**config.mk**
```make
export PLATFORM = sky130hd
export DESIGN_NAME = bfd_out_fifo
export DESIGN_NICKNAME = d
export VERILOG_FILES = /design/src/rtl/bfd_pkg.sv /design/src/rtl/bfd_out_fifo.sv
export VERILOG_INCLUDE_DIRS = /design/src /design/src/rtl
export SDC_FILE = /design/constraint.sdc
export NUM_CORES = 1
export LEC_CHECK = 0
export BUFFER_PORTS_ARGS = -buffer_cell sky130_fd_sc_hd__buf_4
export CELL_PAD_IN_SITES_DETAIL_PLACEMENT = 0
export CELL_PAD_IN_SITES_GLOBAL_PLACEMENT = 1
export CORE_UTILIZATION = 49
export DETAILED_ROUTE_END_ITERATION = 12
export GPL_TIMING_DRIVEN = 0
export HOLD_SLACK_MARGIN = 0.12
export PLACE_DENSITY_LB_ADDON = 0.1
export SLEW_MARGIN = 25
export SYNTH_ARGS = -nofsm -noshare
export SYNTH_HDL_FRONTEND = slang
export SYNTH_SLANG_ARGS = --single-unit
```
**constraint.sdc**
```tcl
create_clock -name clk -period 2.48 [get_ports clk]
set_input_delay 0.372 -clock clk [delete_from_list [all_inputs] [get_ports clk]]
set_output_delay 0.372 -clock clk [all_outputs]
set_load 0.005 [all_outputs]
```
**src/rtl/assert_macros.svh**
```systemverilog
// ----------------------------------------------------------------------------
// Assertion macros
// Shared concurrent assertion helpers; compiled out when SYNTH is defined.
// ----------------------------------------------------------------------------
`ifndef ASSERT_MACROS_SVH
`define ASSERT_MACROS_SVH
`ifndef SYNTH
`define ASSERT_NEVER(label, clk, rst, expr, msg) \
  label: assert property (@(posedge clk) disable iff (rst) !(expr)) else $error(msg);
`define ASSERT_IMPLIES(label, clk, rst, ante, cons, msg) \
  label: assert property (@(posedge clk) disable iff (rst) (ante) |-> (cons)) else $error(msg);
`define ASSERT_NEXT(label, clk, rst, ante, cons, msg) \
  label: assert property (@(posedge clk) disable iff (rst) (ante) |=> (cons)) else $error(msg);
`else
`define ASSERT_NEVER(label, clk, rst, expr, msg)
`define ASSERT_IMPLIES(label, clk, rst, ante, cons, msg)
`define ASSERT_NEXT(label, clk, rst, ante, cons, msg)
`endif
`endif

```
**src/rtl/bfd_pkg.sv**
```systemverilog
// ----------------------------------------------------------------------------
// bfd_pkg
// Types and fixed constants of the box filter downsampler.
// ----------------------------------------------------------------------------
package bfd_pkg;

  localparam int H_W          = 13;
  localparam int HEIGHT_LIMIT = 4096;
  localparam int CW           = 14;
  localparam int OUT_DIM_W    = 11;
  localparam int CFG_INDEX_W  = 1;
  localparam int CFG_DATA_W   = 13;
  localparam int RESET_WIDTH  = 640;
  localparam int RESET_HEIGHT = 480;

  localparam int FIFO_DEPTH = 4;
  localparam int PTR_W      = $clog2(FIFO_DEPTH);
  localparam int CNT_W      = $clog2(FIFO_DEPTH + 1);

  typedef enum logic [CFG_INDEX_W-1:0] {
    REG_SOURCE_WIDTH  = 1'b0,
    REG_SOURCE_HEIGHT = 1'b1
  } cfg_reg_t;

  typedef logic [7:0] chan_t;
  typedef chan_t [3:0] rgba_t;

  typedef struct packed {
    logic emit;
    logic first;
    logic frame_last;
  } pix_ctl_t;

  typedef struct packed {
    rgba_t avg;
    logic  frame_last;
  } result_t;

endpackage

```
**src/rtl/bfd_out_fifo.sv**
```systemverilog
// ----------------------------------------------------------------------------
// bfd_out_fifo
// Small result queue that decouples the pipeline from output stalls.
// ----------------------------------------------------------------------------
`include "assert_macros.svh"

module bfd_out_fifo (
  input  logic                       clk,
  input  logic                       rst,
  input  logic                       push,
  input  bfd_pkg::result_t           push_data,
  output logic                       out_valid,
  input  logic                       out_ready,
  output bfd_pkg::result_t           out_data,
  output logic [bfd_pkg::CNT_W-1:0]  count
);

  localparam int DEPTH = bfd_pkg::FIFO_DEPTH;
  localparam int PTR_W = bfd_pkg::PTR_W;
  localparam int CNT_W = bfd_pkg::CNT_W;

  bfd_pkg::result_t q [DEPTH];
  logic [PTR_W-1:0] wr_ptr, rd_ptr;
  logic             pop;

  assign out_valid = (count != '0);
  assign out_data  = q[rd_ptr];
  assign pop       = out_valid && out_ready;

  always_ff @(posedge clk) begin
    if (push) begin
      q[wr_ptr] <= push_data;
    end
  end

  always_ff @(posedge clk) begin
    if (rst) begin
      wr_ptr <= '0;
      rd_ptr <= '0;
      count  <= '0;
    end else begin
      if (push) begin
        wr_ptr <= wr_ptr + PTR_W'(1);
      end
      if (pop) begin
        rd_ptr <= rd_ptr + PTR_W'(1);
      end
      if (push && !pop) begin
        count <= count + CNT_W'(1);
      end else if (pop && !push) begin
        count <= count - CNT_W'(1);
      end
    end
  end

  `ASSERT_IMPLIES(a_push_has_room, clk, rst, push, count < CNT_W'(DEPTH), "push into full queue")
  `ASSERT_NEVER(a_count_bound, clk, rst, count > CNT_W'(DEPTH), "queue count above depth")
  `ASSERT_NEXT(a_pop_drains, clk, rst, pop && !push, count == $past(count) - CNT_W'(1), "pop lost")

endmodule

```
### After elaboration in Yosys (flattened, before gate mapping)

Memories as Yosys holds them, arrays and structs flattened. A register that Yosys moved wholly into a read port is not among the register bits.
Index checks and enable logic that the tools add are counted.

| cells by class | value |
|---|---|
| reduce and logical (&&, ||, !) cells | 7 |
| multiplexer cells | 6 |
| $add $sub $neg | 4 |

Operators with widths:

| operator | count |
|---|---|
| $mux 3 | 2 |
| $add 2x1->2 const B | 2 |
| $mux 2 | 2 |
| $add 3x1->3 const B | 1 |
| $logic_and 1x1->1 | 3 |
| $reduce_bool 3->1 | 1 |
| $sub 3x1->3 const B | 1 |
| $logic_not 1->1 | 2 |
| $mux 1 | 2 |
| $reduce_bool 2->1 | 1 |

| word-level totals | value |
|---|---|
| RAM bits | 132 |
| memories | 1 |
| input port bits | 37 |
| output and inout port bits | 37 |
| register bits | 7 |
| word-level logic and storage cells | 21 |

Memories:

| name | words | width | read ports | clocked after Yosys merged registers in | write ports | RTL line | source |
|---|---|---|---|---|---|---|---|
| q | 4 | 33 | 1 | 1 | 1 | bfd_out_fifo.sv:22 | `bfd_pkg::result_t q [DEPTH];` |

### Longest topological paths before layout

| depth | value |
|---|---|
| word-level depth | 5 |
| mapped depth | 7 |
| gate-level depth less buffers | 7 |

### Worst setup path before layout

OpenSTA, ideal clock, no wires.

| timing | value |
|---|---|
| path kind | register to register |
| start point | register count[0] (netlist bit) |
| end point | register count[2] (netlist bit) |
| slack | 483 ps |
| buffers on the path | 0 |
| period minus slack after synthesis | 1,997 ps |
| setup time | 70 ps |
| data required time | 2,410 ps |
| arrival | 1,926 ps |
| cell stages (with the launch flop) | 8 |
| cell sequence | dfxtp_1 > o31ai_1 > ha_1 > inv_1 > fa_1 > xor2_1 > or3_1 > a21oi_1 |

| between the ends | value |
|---|---|
| cells in the longest elaborated chain, start to end | 5 |
| elaborated cells between the ends (all ways) | 10 |
| classes of those cells | add/sub: 2; mux: 2; reduce/logical: 6 |

Ends and longest elaborated chain:

| item | RTL line | source |
|---|---|---|
| start, declared | bfd_out_fifo.sv:15 | `output logic [bfd_pkg::CNT_W-1:0] count` |
| start signal, assigned | bfd_out_fifo.sv:49 | `count <= count + CNT_W'(1);` |
| start signal, assigned | bfd_out_fifo.sv:51 | `count <= count - CNT_W'(1);` |
| parallel branches: the longest is 5 deep, another holds $sub 3x1->3 | - |  |

Parallel ways; which one is timed is not known. The select of a mux whose other input is x is not followed.
A chain may end at the register's enable or synchronous reset.

==> metrics.txt <==
outcome=finished, final reports clean; core area=10300 µm²; vias per inst=5.10; antenna diode count=0; GRT Util Overall=17.6%; Post-Route Hold Slack=165 ps; setup bufs post-CTS=0; synth cell count leaders=edfxtp_1 (132), mux4_2 (30), dfxtp_1 (9); pre-CTS setup slack=280 ps; Initial Utilization=50.8%; DR pass1 iterations=4; DRT iter0 DRCs=51; slew margin rel.=66.0%; WHS Path Cells=3; detailed-route DRC error count=0; clock skew=5.83 ps; Slew @ Worst Pin=510 ps; crit path max fanout=10; largest net degree at the start of global routing=19; clock-pin slew on the worst setup and hold paths=60 ps; IR drop worst, VDD=0.000457 V; H-tree depth=4; pwr/cell area=953 nW/µm²; vias in the first global route=2702; synth top area cells=edfxtp_1 (76%), mux4_2 (13%), dfxtp_1 (3.4%); Synth Register Bits=141; Yosys top cell area share=75.6%; die area=11100 µm²; Max Cap Viol=0; XOR/XNOR Fraction of Synth Area=0.836%; unrepaired setup endpoints after global routing=no; width of the die=105 µm; Rows=37; fillcell total=687; # nets final=387; share of layout cells above drive strength 1=40.9%; cells on worst reg2reg path=7; mux share of post-synthesis cell area=14.8%; die height=105 µm; Post-synth EDFFs=132; setup_tns=0 ps; CTS tree=done; clk_lat worst skew=520 ps; P&R area growth vs syn=32.5%; Pleak=2.45 nW; Syn Nets=259; drt total wl=8.72 mm; CTS Buf Count=17; post-synthesis cell count=216; Critical Path End Type=output pin; count of pins over their slew limit=0; post-synthesis async set-or-reset flop share=0%; Post-DP Area=6070 µm²; synth warn=0; distinct cell type count after synthesis=21; final instance area=6940 µm²; initial antenna violation count=0; detailed placement HPWL=5.40 mm; Fin. Hold Viols=0; Avg Cell Area, Syn=24.3 µm²; Final Cycle Share=94.2%; total power=6.62 mW; global-route wire length before repair=14.0 mm; count leader, synth=edfxtp_1; sequential element share of the synthesized area=79.1%; Final min period=2340 ps; critical path class=register to output pin; setup violators final=0; placed cell count=428; routed via count=2516; Synth area leader=edfxtp_1; ys flop type=edfxtp_1; clock sink total=141; Clock Path Buffers=2; end-of-flow core utilization=67.3%; Compound-Gate Fraction of Synth Area=0.501%; main combinational cell family by area after synthesis=multiplexers; routed len/inst=17.7 µm; Worst EP required=2110 ps; worst setup margin=145 ps; hold crit path type=primary input to register; remaining global-route overflow=0; Root Driver=clkbuf_8; Final Wtd Congestion=0.664; Post-Synth Adder-Cell Area=1.58%; Cell Area, Synth=5240 µm²; Worst Setup Start Kind=register; Fmax achieved=0.428 GHz; simple-gate share of the synthesized area=1.22%; Routed Antenna Nets=0; Final Non-Filler Cells=493; IO Pins=74; CP arrival=1960 ps; # port buffers=72
## area by class of cell
cell class | instances | area, µm² | area share (%)
Buffer | 9 | 96.3 | 1.39
Clock buffer | 17 | 414 | 5.97
Clock inverter | 15 | 130 | 1.87
Inverter | 3 | 11.3 | 0.162
Multi-Input combinational cell | 63 | 996 | 14.3
Sequential cell | 141 | 4140 | 59.7
Tap cell | 136 | 170 | 2.45
Timing Repair Buffer | 109 | 981 | 14.1
## registers in the layout (all words and copies together), names as in the netlist, named ones only
name and cells:
count 3, rd_ptr 2, wr_ptr 2, q 132
## worst paths after layout
kind / from / to / slack, ps
worst max register to register: count[0] / count[2] / 210
worst max-delay path: register / out_data[6] / 140
worst min-delay path: push / wr_ptr[1] / 170
worst min register to register: count[2] / count[2] / 530
## power by group
group,switching (mW),internal [mW],leakage [nW]
clock network,0.903,1.40,0.269
registers,0.0604,2.75,1.29
logic,0.580,0.916,0.891
total,1.54,5.07,2.45
## critical path, cell delays in order (launching register included)
cell,delay [ps]
dfxtp_1,310
clkbuf_1,280
buf_2,340
mux4_2,360
buf_4,150
## layer usage
layer	global-route usage (%)	wire (µm)	vias up
met3	4.64	336	11
li1	-	-	1164
met1	21.9	3720	1281
met5	0	0	-
met2	28.7	4520	60
met4	8.75	144	0
## cells in the final DEF, fill, tap and decap left out, types with 3 or more instances in the layout
cell type      count
and2_2             4
buf_12             3
buf_16             4
buf_4             72
clkbuf_16         16
clkinv_1           3
clkinv_2           7
dfxtp_1            9
dlygate4sd3_1     33
edfxtp_1         132
ha_1               5
inv_1              3
mux4_1             3
mux4_2            30
nor2_1             7
xor2_1             4
## timing repair
item,CTS,global route
hold buffers,33,0
resized for setup,0,1
endpoints found under the hold margin,132,0
endpoints found under the setup margin,0,1
## kinds of logic (layout without fill, tap and decap cells)
family                     Yosys count  after routing
DFF                                141            141
muxes                               35             35
and+or+nand+nor                     13             13
buffers and inverters               12            153
adders and majority gates            6              6
xor gates and xnor gates             5              5
AOI/OAI and AO/OA                    4              4
(Power assumes the default switching activity.)
