[src/rtl/assert_macros.svh]
// ----------------------------------------------------------------------------
// Assertion macros
// Shared concurrent assertion helpers; compiled out when SYNTH is defined.
// ----------------------------------------------------------------------------
`ifndef ASSERT_MACROS_SVH
`define ASSERT_MACROS_SVH
`ifndef SYNTH
`define ASSERT_NEVER(label, clk, rst, expr, msg) \
  label: assert property (@(posedge clk) disable iff (rst) !(expr)) else $error(msg);
`define ASSERT_IMPLIES(label, clk, rst, ante, cons, msg) \
  label: assert property (@(posedge clk) disable iff (rst) (ante) |-> (cons)) else $error(msg);
`define ASSERT_NEXT(label, clk, rst, ante, cons, msg) \
  label: assert property (@(posedge clk) disable iff (rst) (ante) |=> (cons)) else $error(msg);
`else
`define ASSERT_NEVER(label, clk, rst, expr, msg)
`define ASSERT_IMPLIES(label, clk, rst, ante, cons, msg)
`define ASSERT_NEXT(label, clk, rst, ante, cons, msg)
`endif
`endif

[src/rtl/bfd_pkg.sv]
// ----------------------------------------------------------------------------
// bfd_pkg
// Types and fixed constants of the box filter downsampler.
// ----------------------------------------------------------------------------
package bfd_pkg;

  localparam int H_W          = 13;
  localparam int HEIGHT_LIMIT = 4096;
  localparam int CW           = 14;
  localparam int OUT_DIM_W    = 11;
  localparam int CFG_INDEX_W  = 1;
  localparam int CFG_DATA_W   = 13;
  localparam int RESET_WIDTH  = 640;
  localparam int RESET_HEIGHT = 480;

  localparam int FIFO_DEPTH = 4;
  localparam int PTR_W      = $clog2(FIFO_DEPTH);
  localparam int CNT_W      = $clog2(FIFO_DEPTH + 1);

  typedef enum logic [CFG_INDEX_W-1:0] {
    REG_SOURCE_WIDTH  = 1'b0,
    REG_SOURCE_HEIGHT = 1'b1
  } cfg_reg_t;

  typedef logic [7:0] chan_t;
  typedef chan_t [3:0] rgba_t;

  typedef struct packed {
    logic emit;
    logic first;
    logic frame_last;
  } pix_ctl_t;

  typedef struct packed {
    rgba_t avg;
    logic  frame_last;
  } result_t;

endpackage

[src/rtl/bfd_position.sv]
// ----------------------------------------------------------------------------
// bfd_position
// Raster position counters; classifies each pixel against the block grid.
// ----------------------------------------------------------------------------
module bfd_position #(
  parameter int FACTOR    = 4,
  parameter int MAX_WIDTH = 4096
) (
  input  logic                                       clk,
  input  logic                                       rst,
  input  logic                                       accept,
  input  logic [$clog2(MAX_WIDTH+1)-1:0]             w,
  input  logic [bfd_pkg::H_W-1:0]                    h,
  input  logic [$clog2(MAX_WIDTH+1)-1:0]             ow,
  input  logic [bfd_pkg::H_W-1:0]                    oh,
  output logic                                       hit,
  output bfd_pkg::pix_ctl_t                          ctl,
  output logic [$clog2(MAX_WIDTH/FACTOR)-1:0]        addr
);

  localparam int ADDR_W = $clog2(MAX_WIDTH / FACTOR);
  localparam int PH_W   = $clog2(FACTOR);
  localparam int CW     = bfd_pkg::CW;
  localparam logic [PH_W-1:0] PH_LAST = PH_W'(FACTOR - 1);

  logic [11:0]     cc, rc, bc, br;
  logic [PH_W-1:0] px, py;
  logic [11:0]     cc_inc, rc_inc;
  logic            col_wrap, row_wrap;

  always_comb begin
    cc_inc         = cc + 12'd1;
    rc_inc         = rc + 12'd1;
    col_wrap       = (cc_inc == '0) || (CW'(cc_inc) >= CW'(w));
    row_wrap       = (rc_inc == '0) || (CW'(rc_inc) >= CW'(h));
    hit            = (CW'(bc) < CW'(ow)) && (CW'(br) < CW'(oh));
    ctl.first      = (px == '0) && (py == '0);
    ctl.emit       = hit && (px == PH_LAST) && (py == PH_LAST);
    ctl.frame_last = (CW'(bc) == CW'(ow) - CW'(1)) && (CW'(br) == CW'(oh) - CW'(1));
    addr           = bc[ADDR_W-1:0];
  end

  always_ff @(posedge clk) begin
    if (rst) begin
      cc <= '0;
      px <= '0;
      bc <= '0;
      rc <= '0;
      py <= '0;
      br <= '0;
    end else if (accept) begin
      if (col_wrap) begin
        cc <= '0;
        px <= '0;
        bc <= '0;
        if (row_wrap) begin
          rc <= '0;
          py <= '0;
          br <= '0;
        end else begin
          rc <= rc_inc;
          if (py == PH_LAST) begin
            py <= '0;
            br <= br + 12'd1;
          end else begin
            py <= py + PH_W'(1);
          end
        end
      end else begin
        cc <= cc_inc;
        if (px == PH_LAST) begin
          px <= '0;
          bc <= bc + 12'd1;
        end else begin
          px <= px + PH_W'(1);
        end
      end
    end
  end

endmodule

[config.mk]
export PLATFORM = sky130hd
export DESIGN_NAME = bfd_position
export DESIGN_NICKNAME = d
export VERILOG_FILES = /design/src/rtl/assert_macros.svh /design/src/rtl/bfd_pkg.sv /design/src/rtl/bfd_position.sv
export SDC_FILE = /design/constraint.sdc
export NUM_CORES = 1
export LEC_CHECK = 0
export BUFFER_PORTS_ARGS = -buffer_cell sky130_fd_sc_hd__buf_2
export CORE_MARGIN = 1
export CORE_UTILIZATION = 25
export DETAILED_ROUTE_END_ITERATION = 8
export SLEW_MARGIN = 0
export SYNTH_ARGS = -nofsm -noshare
export SYNTH_HDL_FRONTEND = slang
export SYNTH_SLANG_ARGS = --single-unit
[constraint.sdc]
create_clock -name clk -period 6.6 [get_ports clk]
set_clock_uncertainty 0.15 [all_clocks]
set_input_delay 0.33 -clock clk [delete_from_list [all_inputs] [get_ports clk]]
set_output_delay 0.33 -clock clk [all_outputs]
set_load 0.005 [all_outputs]
## After elaboration in Yosys (flattened, before gate mapping)

Index checks and enable logic that the tools add are counted.

- Add/subtract/negate cells: 8
- Multiplexer cells: 10
- $lt $le $gt $ge: 4
- Reductions and logical operators: 16
- Equal/unequal tests: 4

Operator list:

| kind | number |
|---|---|
| 12-bit 2-to-1 mux | 6 |
| 12-bit by 1-bit adder with 12-bit output (second input constant) | 4 |
| 12-bit by 14-bit == test with 1-bit output | 2 |
| 13-bit by 1-bit subtractor with 14-bit output (second input constant) | 2 |
| 12-bit by 13-bit >= comparator with 1-bit output | 2 |
| 12-bit by 13-bit < comparator with 1-bit output | 2 |
| 12-bit logical NOT | 2 |
| 2-bit 2-to-1 mux | 4 |
| 1-bit logical AND | 5 |
| 2-bit by 1-bit adder with 2-bit output (second input constant) | 2 |
| 2-bit == test (second input constant) | 2 |
| 2-bit logical NOT | 2 |
| 2-bit AND reduction | 2 |
| 2-bit nonzero test | 2 |
| 3-bit AND reduction | 1 |
| 1-bit logical OR | 2 |

- Flip-flop bits (word level): 52
- Input port bits: 55
- Logic and storage cells: 48
- Output and inout port bits: 14

## Depth between registers and ports, before layout

- Depth after elaboration: 5
- Depth in mapped cells: 15

## Worst setup path before layout

No wires, ideal clock.

- Kind: reg-to-reg
- Start point: register cc[0]
- End point: register rc[8]
- Required time: 6.358 ns
- Cell stages (with the launch flop): 14
- Path slack: 3.135 ns
- Data arrival time: 3.223 ns
- Library setup time: 0.092 ns
- Clock period less this slack: 3.465 ns
- Cells stage by stage: dfxtp_1 -> ha_1 -> nand3_2 -> or3_1 -> nand2_1 -> ha_1 -> a211oi_1 -> nor2_1 -> a211oi_1 -> o221ai_1 -> o21ai_4 -> clkbuf_1 -> nor2_1 -> o32ai_1

- Word-level cells in the longest chain between the ends: 4
- Elaborated cells between the ends (all ways): 5

Ends and longest elaborated chain:

| what | line | RTL |
|---|---|---|
| from (decl) | bfd_position.sv:26 | `logic [11:0] cc, rc, bc, br;` |
| from (signal assigned) | bfd_position.sv:70 | `cc <= cc_inc;` |
| 12-bit by 1-bit adder with 12-bit output * | bfd_position.sv:32 | `cc_inc = cc + 12'd1;` |
| 12-bit by 13-bit >= comparator with 1-bit output / 12-bit logical NOT (equally long branches) | bfd_position.sv:34 | `col_wrap = (cc_inc == '0) \|\| (CW'(cc_inc) >= CW'(w));` |
| 1-bit logical OR * | bfd_position.sv:34 |  |
| 2-bit AND reduction (no source line) * | - |  |
| to (signal assigned) | bfd_position.sv:61 | `rc <= rc_inc;` |
| to (decl) | bfd_position.sv:26 |  |

Every way passes the cells marked *; elsewhere a longest branch is shown, timed or not.
A chain may end at the register's enable or synchronous reset.

## Worst setup path after layout

- Start point: register cc[0]
- End point: register bc[2]

- Word-level cells in the longest chain between the ends: 5
- Elaborated cells between the ends (all ways): 7

Ends and longest elaborated chain:

| what | line | RTL |
|---|---|---|
| 12-bit by 1-bit adder with 12-bit output * | bfd_position.sv:32 |  |
| 12-bit by 13-bit >= comparator with 1-bit output / 12-bit logical NOT (equally long branches) | bfd_position.sv:34 |  |
| 1-bit logical OR * | bfd_position.sv:34 |  |
| 2-bit nonzero test (no source line) | - |  |
| 2-bit AND reduction (no source line) | - |  |
| to (signal assigned) | bfd_position.sv:73 | `bc <= bc + 12'd1;` |
| to (decl) | bfd_position.sv:26 |  |

Marks and branches as above.

==> results.tsv <==
metric	value	unit
outcome	finished clean	
GP Congestion	0.830	
Comb power frac	0.147	
fin crit share	0.665	
PwrDens	120	mW/mm2
Yosys Warn Count	0	
Worst setup startpoint	cc[0]$_SDFFE_PP0P_	
share of cells above drive strength 1	0.127	
GRT Overall Usage	0.126	
via count	4718	
top area cells in the synthesized netlist	dfxtp_1, ha_1, xnor2_1	
CP max stage cell	nor2_1	
largest net degree at the start of global routing	61	
number of global-route vias before repair	4416	
First DRT Iteration DRCs	232	
syn nets	778	
wire length per cell	13.0	um
sequential area share after synthesis	0.208	
Sink Count	52	
Setup TNS	0	ns
Starting Density	0.256	
ys flop type	dfxtp_1	
Clk pwr share	0.382	
area leader, netlist	dfxtp_1	
Slew @ Worst Pin	0.934	ns
Req. time, crit path	6.67	ns
switch share	0.264	
DRC Markers	0	
maximum vdd drop	0.100	mV
#FFs+latches synth	52	
Worst setup SP type	flip-flop	
die footprint	0.0206	mm2
synth unique cells	59	
Layout fillers	2197	
initial antenna violation count	0	
worst reg2reg startpoint	cc[0]$_SDFFE_PP0P_	
commonest non-fill, non-tap cell in the layout	inv_1	
H-tree levels	2	
Hold Vio Cnt, Final	0	
Placed Cells incl. Taps	964	
hold crit path type	reg2reg	
Mean Syn Cell Area	7.53	um2
ANT nets after route	0	
Clk Tree Root Cell	clkbuf_16	
Setup Viol. Count Final	0	
Arr. time, crit path	4.45	ns
global route total overflow	0	
crit-path cells	ha_1 -> nand3_2 -> or3_1 -> nand2_1 -> ha_1 -> a211oi_1 -> nor2_1 -> a211oi_1 -> o221ai_1 -> nor2_1 -> or4b_1 -> a31oi_1	
Clk Latency, worst-skew pair	0.29	ns
hold endpoint	py[1]$_SDFFE_PP0P_	
post-CTS setup buffers	0	
Clock transition at path regs	0.07	ns
post-cts resize count	0	
DR pass1 iterations	4	
max frequency	228	MHz
n_diodes	0	
RSZ-0062 raised after global routing	false	
Post-synth ARST share	0	
leakage	2.27	nW
most frequent cells in the layout	inv_1, buf_2, ha_1	
Top Ports	69	
core outline area	0.0195	mm2
hold path depth	2	
Total Nets Final	819	
Max Fanout on Critical Path	14	
fin. max-slew vios	0	
Post-Synthesis Cell Area	0.00501	mm2
area growth from synthesis to layout	12.9	%
max-cap violation count	0	
DPL Wire Length	9.88	mm
Die Height	144	um
Post-Synthesis Cells	665	
drt total wl	12.6	mm
crit-path max cell delay	0.85	ns
Num CTS Buffers	5	
TritonCTS clock tree	built	
r2r endpoint	bc[2]$_SDFFE_PP0P_	
FP Rows	51	
Max-slew headroom	0.375	
Port Buf Inserts	68	
vias per cell	4.85	
EDFF count, synth	0	
Hold Buf Count CTS	0	
Pint	0.499	mW
fin cells	972	
CTS Buffer Depth	2	
Synth top area share	0.208	
reg-to-reg slack, setup	2.21	ns
Setup crit end kind	flip-flop	
clock period minus worst slack	4.39	ns
HP Start	py[1]$_SDFFE_PP0P_	
first-pass GRT wire length	21.1	mm
Sequential Power Share	0.471	
Reg2Reg Depth	12	
Die X	144	um
Switch Pwr	0.179	mW
kind of critical path	reg2reg	
-- cell type report --
class	instances	area [um2]	area share
Multi-Input combinational cell	502	3500	0.619
Sequential cell	52	1040	0.184
Timing Repair Buffer	70	355	0.0629
Tap cell	265	332	0.0587
Inverter	75	282	0.0498
Clock buffer	6	129	0.0228
Clock inverter	2	16.3	0.00288
-- synth_stat cells, types with 7 or more instances --
library cell / number
a211oi_1: 7
o31ai_1: 9
nor2_1: 46
and3_1: 10
dfxtp_1: 52
mux2i_1: 7
o21ai_0: 19
o32ai_1: 14
nor4_1: 8
buf_4: 11
nor3_1: 31
nand4_1: 19
or3_1: 12
xor2_1: 14
a21oi_1: 46
nand2_1: 43
ha_1: 58
inv_1: 74
clkbuf_1: 20
xnor2_1: 43
nand3_1: 44
-- through the flow --
| step | power [mW] | hold WS [ns] | area [um2] | utilization | setup WS, ns |
|---|---|---|---|---|---|
| final | 0.678 | 0.326 | 5650 | 0.289 | 2.21 |
| after global routing | 0.715 | 0.364 | 5650 | 0.289 | 1.72 |
| after CTS | 0.686 | 0.327 | 5650 | 0.289 | 2.15 |
| after detailed placement | 0.426 | 0.318 | 5510 | 0.282 | 2.18 |
| after global placement | 0.426 | 0.315 | 5510 | 0.282 | 2.23 |
| after floorplan | 0.387 | 0.299 | 5010 | - | 3.13 |
-- worst max-delay path: cells and delay by family, from the launching register on --
family / cells / cell delay (ns)
DFF: 1 / 0.49
adders and majority gates: 2 / 0.56
AOI/OAI and AO/OA: 4 / 1.01
and+or+nand+nor: 6 / 2.10
-- power groups by stage --
stage	registers, mW	logic, mW	clock network (mW)
2_1_floorplan	0.326	0.0616	0
3_3_place_gp	0.326	0.100	0
3_5_place_dp	0.327	0.0997	0
4_1_cts	0.319	0.100	0.266
5_1_grt	0.320	0.114	0.281
6_report	0.319	0.0994	0.259
-- routing by layer --
layer | part of all wire | GRT usage | wire (um)
met1 | 0.53 | 0.174 | 6650
met2 | 0.43 | 0.210 | 5390
met3 | 0.035 | 0.0127 | 440
met4 | 0.012 | 0.0297 | 146
met5 | 0 | 0 | 0
-- cells by family after synthesis --
family	synth area share
muxes	0.0162
AOI/OAI and AO/OA	0.175
DFF	0.208
and+or+nand+nor	0.262
adders and majority gates	0.145
buffers and inverters	0.0937
xor gates and xnor gates	0.0997
-- registers in the layout (all words and copies together) (netlist names) --
signal	flops
bc	12
br	12
cc	12
px	2
py	2
rc	12
-- worst max-delay path by stage --
| stage | cells after the start | end |
|---|---|---|
| after floorplan | 13 | rc[8]$_SDFFE_PP0P_ |
| after global placement | 12 | br[11]$_SDFFE_PP0P_ |
| after detailed placement | 12 | br[11]$_SDFFE_PP0P_ |
| after CTS | 12 | br[11]$_SDFFE_PP0P_ |
| after global routing | 12 | br[11]$_SDFFE_PP0P_ |
| final | 12 | bc[2]$_SDFFE_PP0P_ |
No activity file was read; power rests on OpenSTA's default activity.
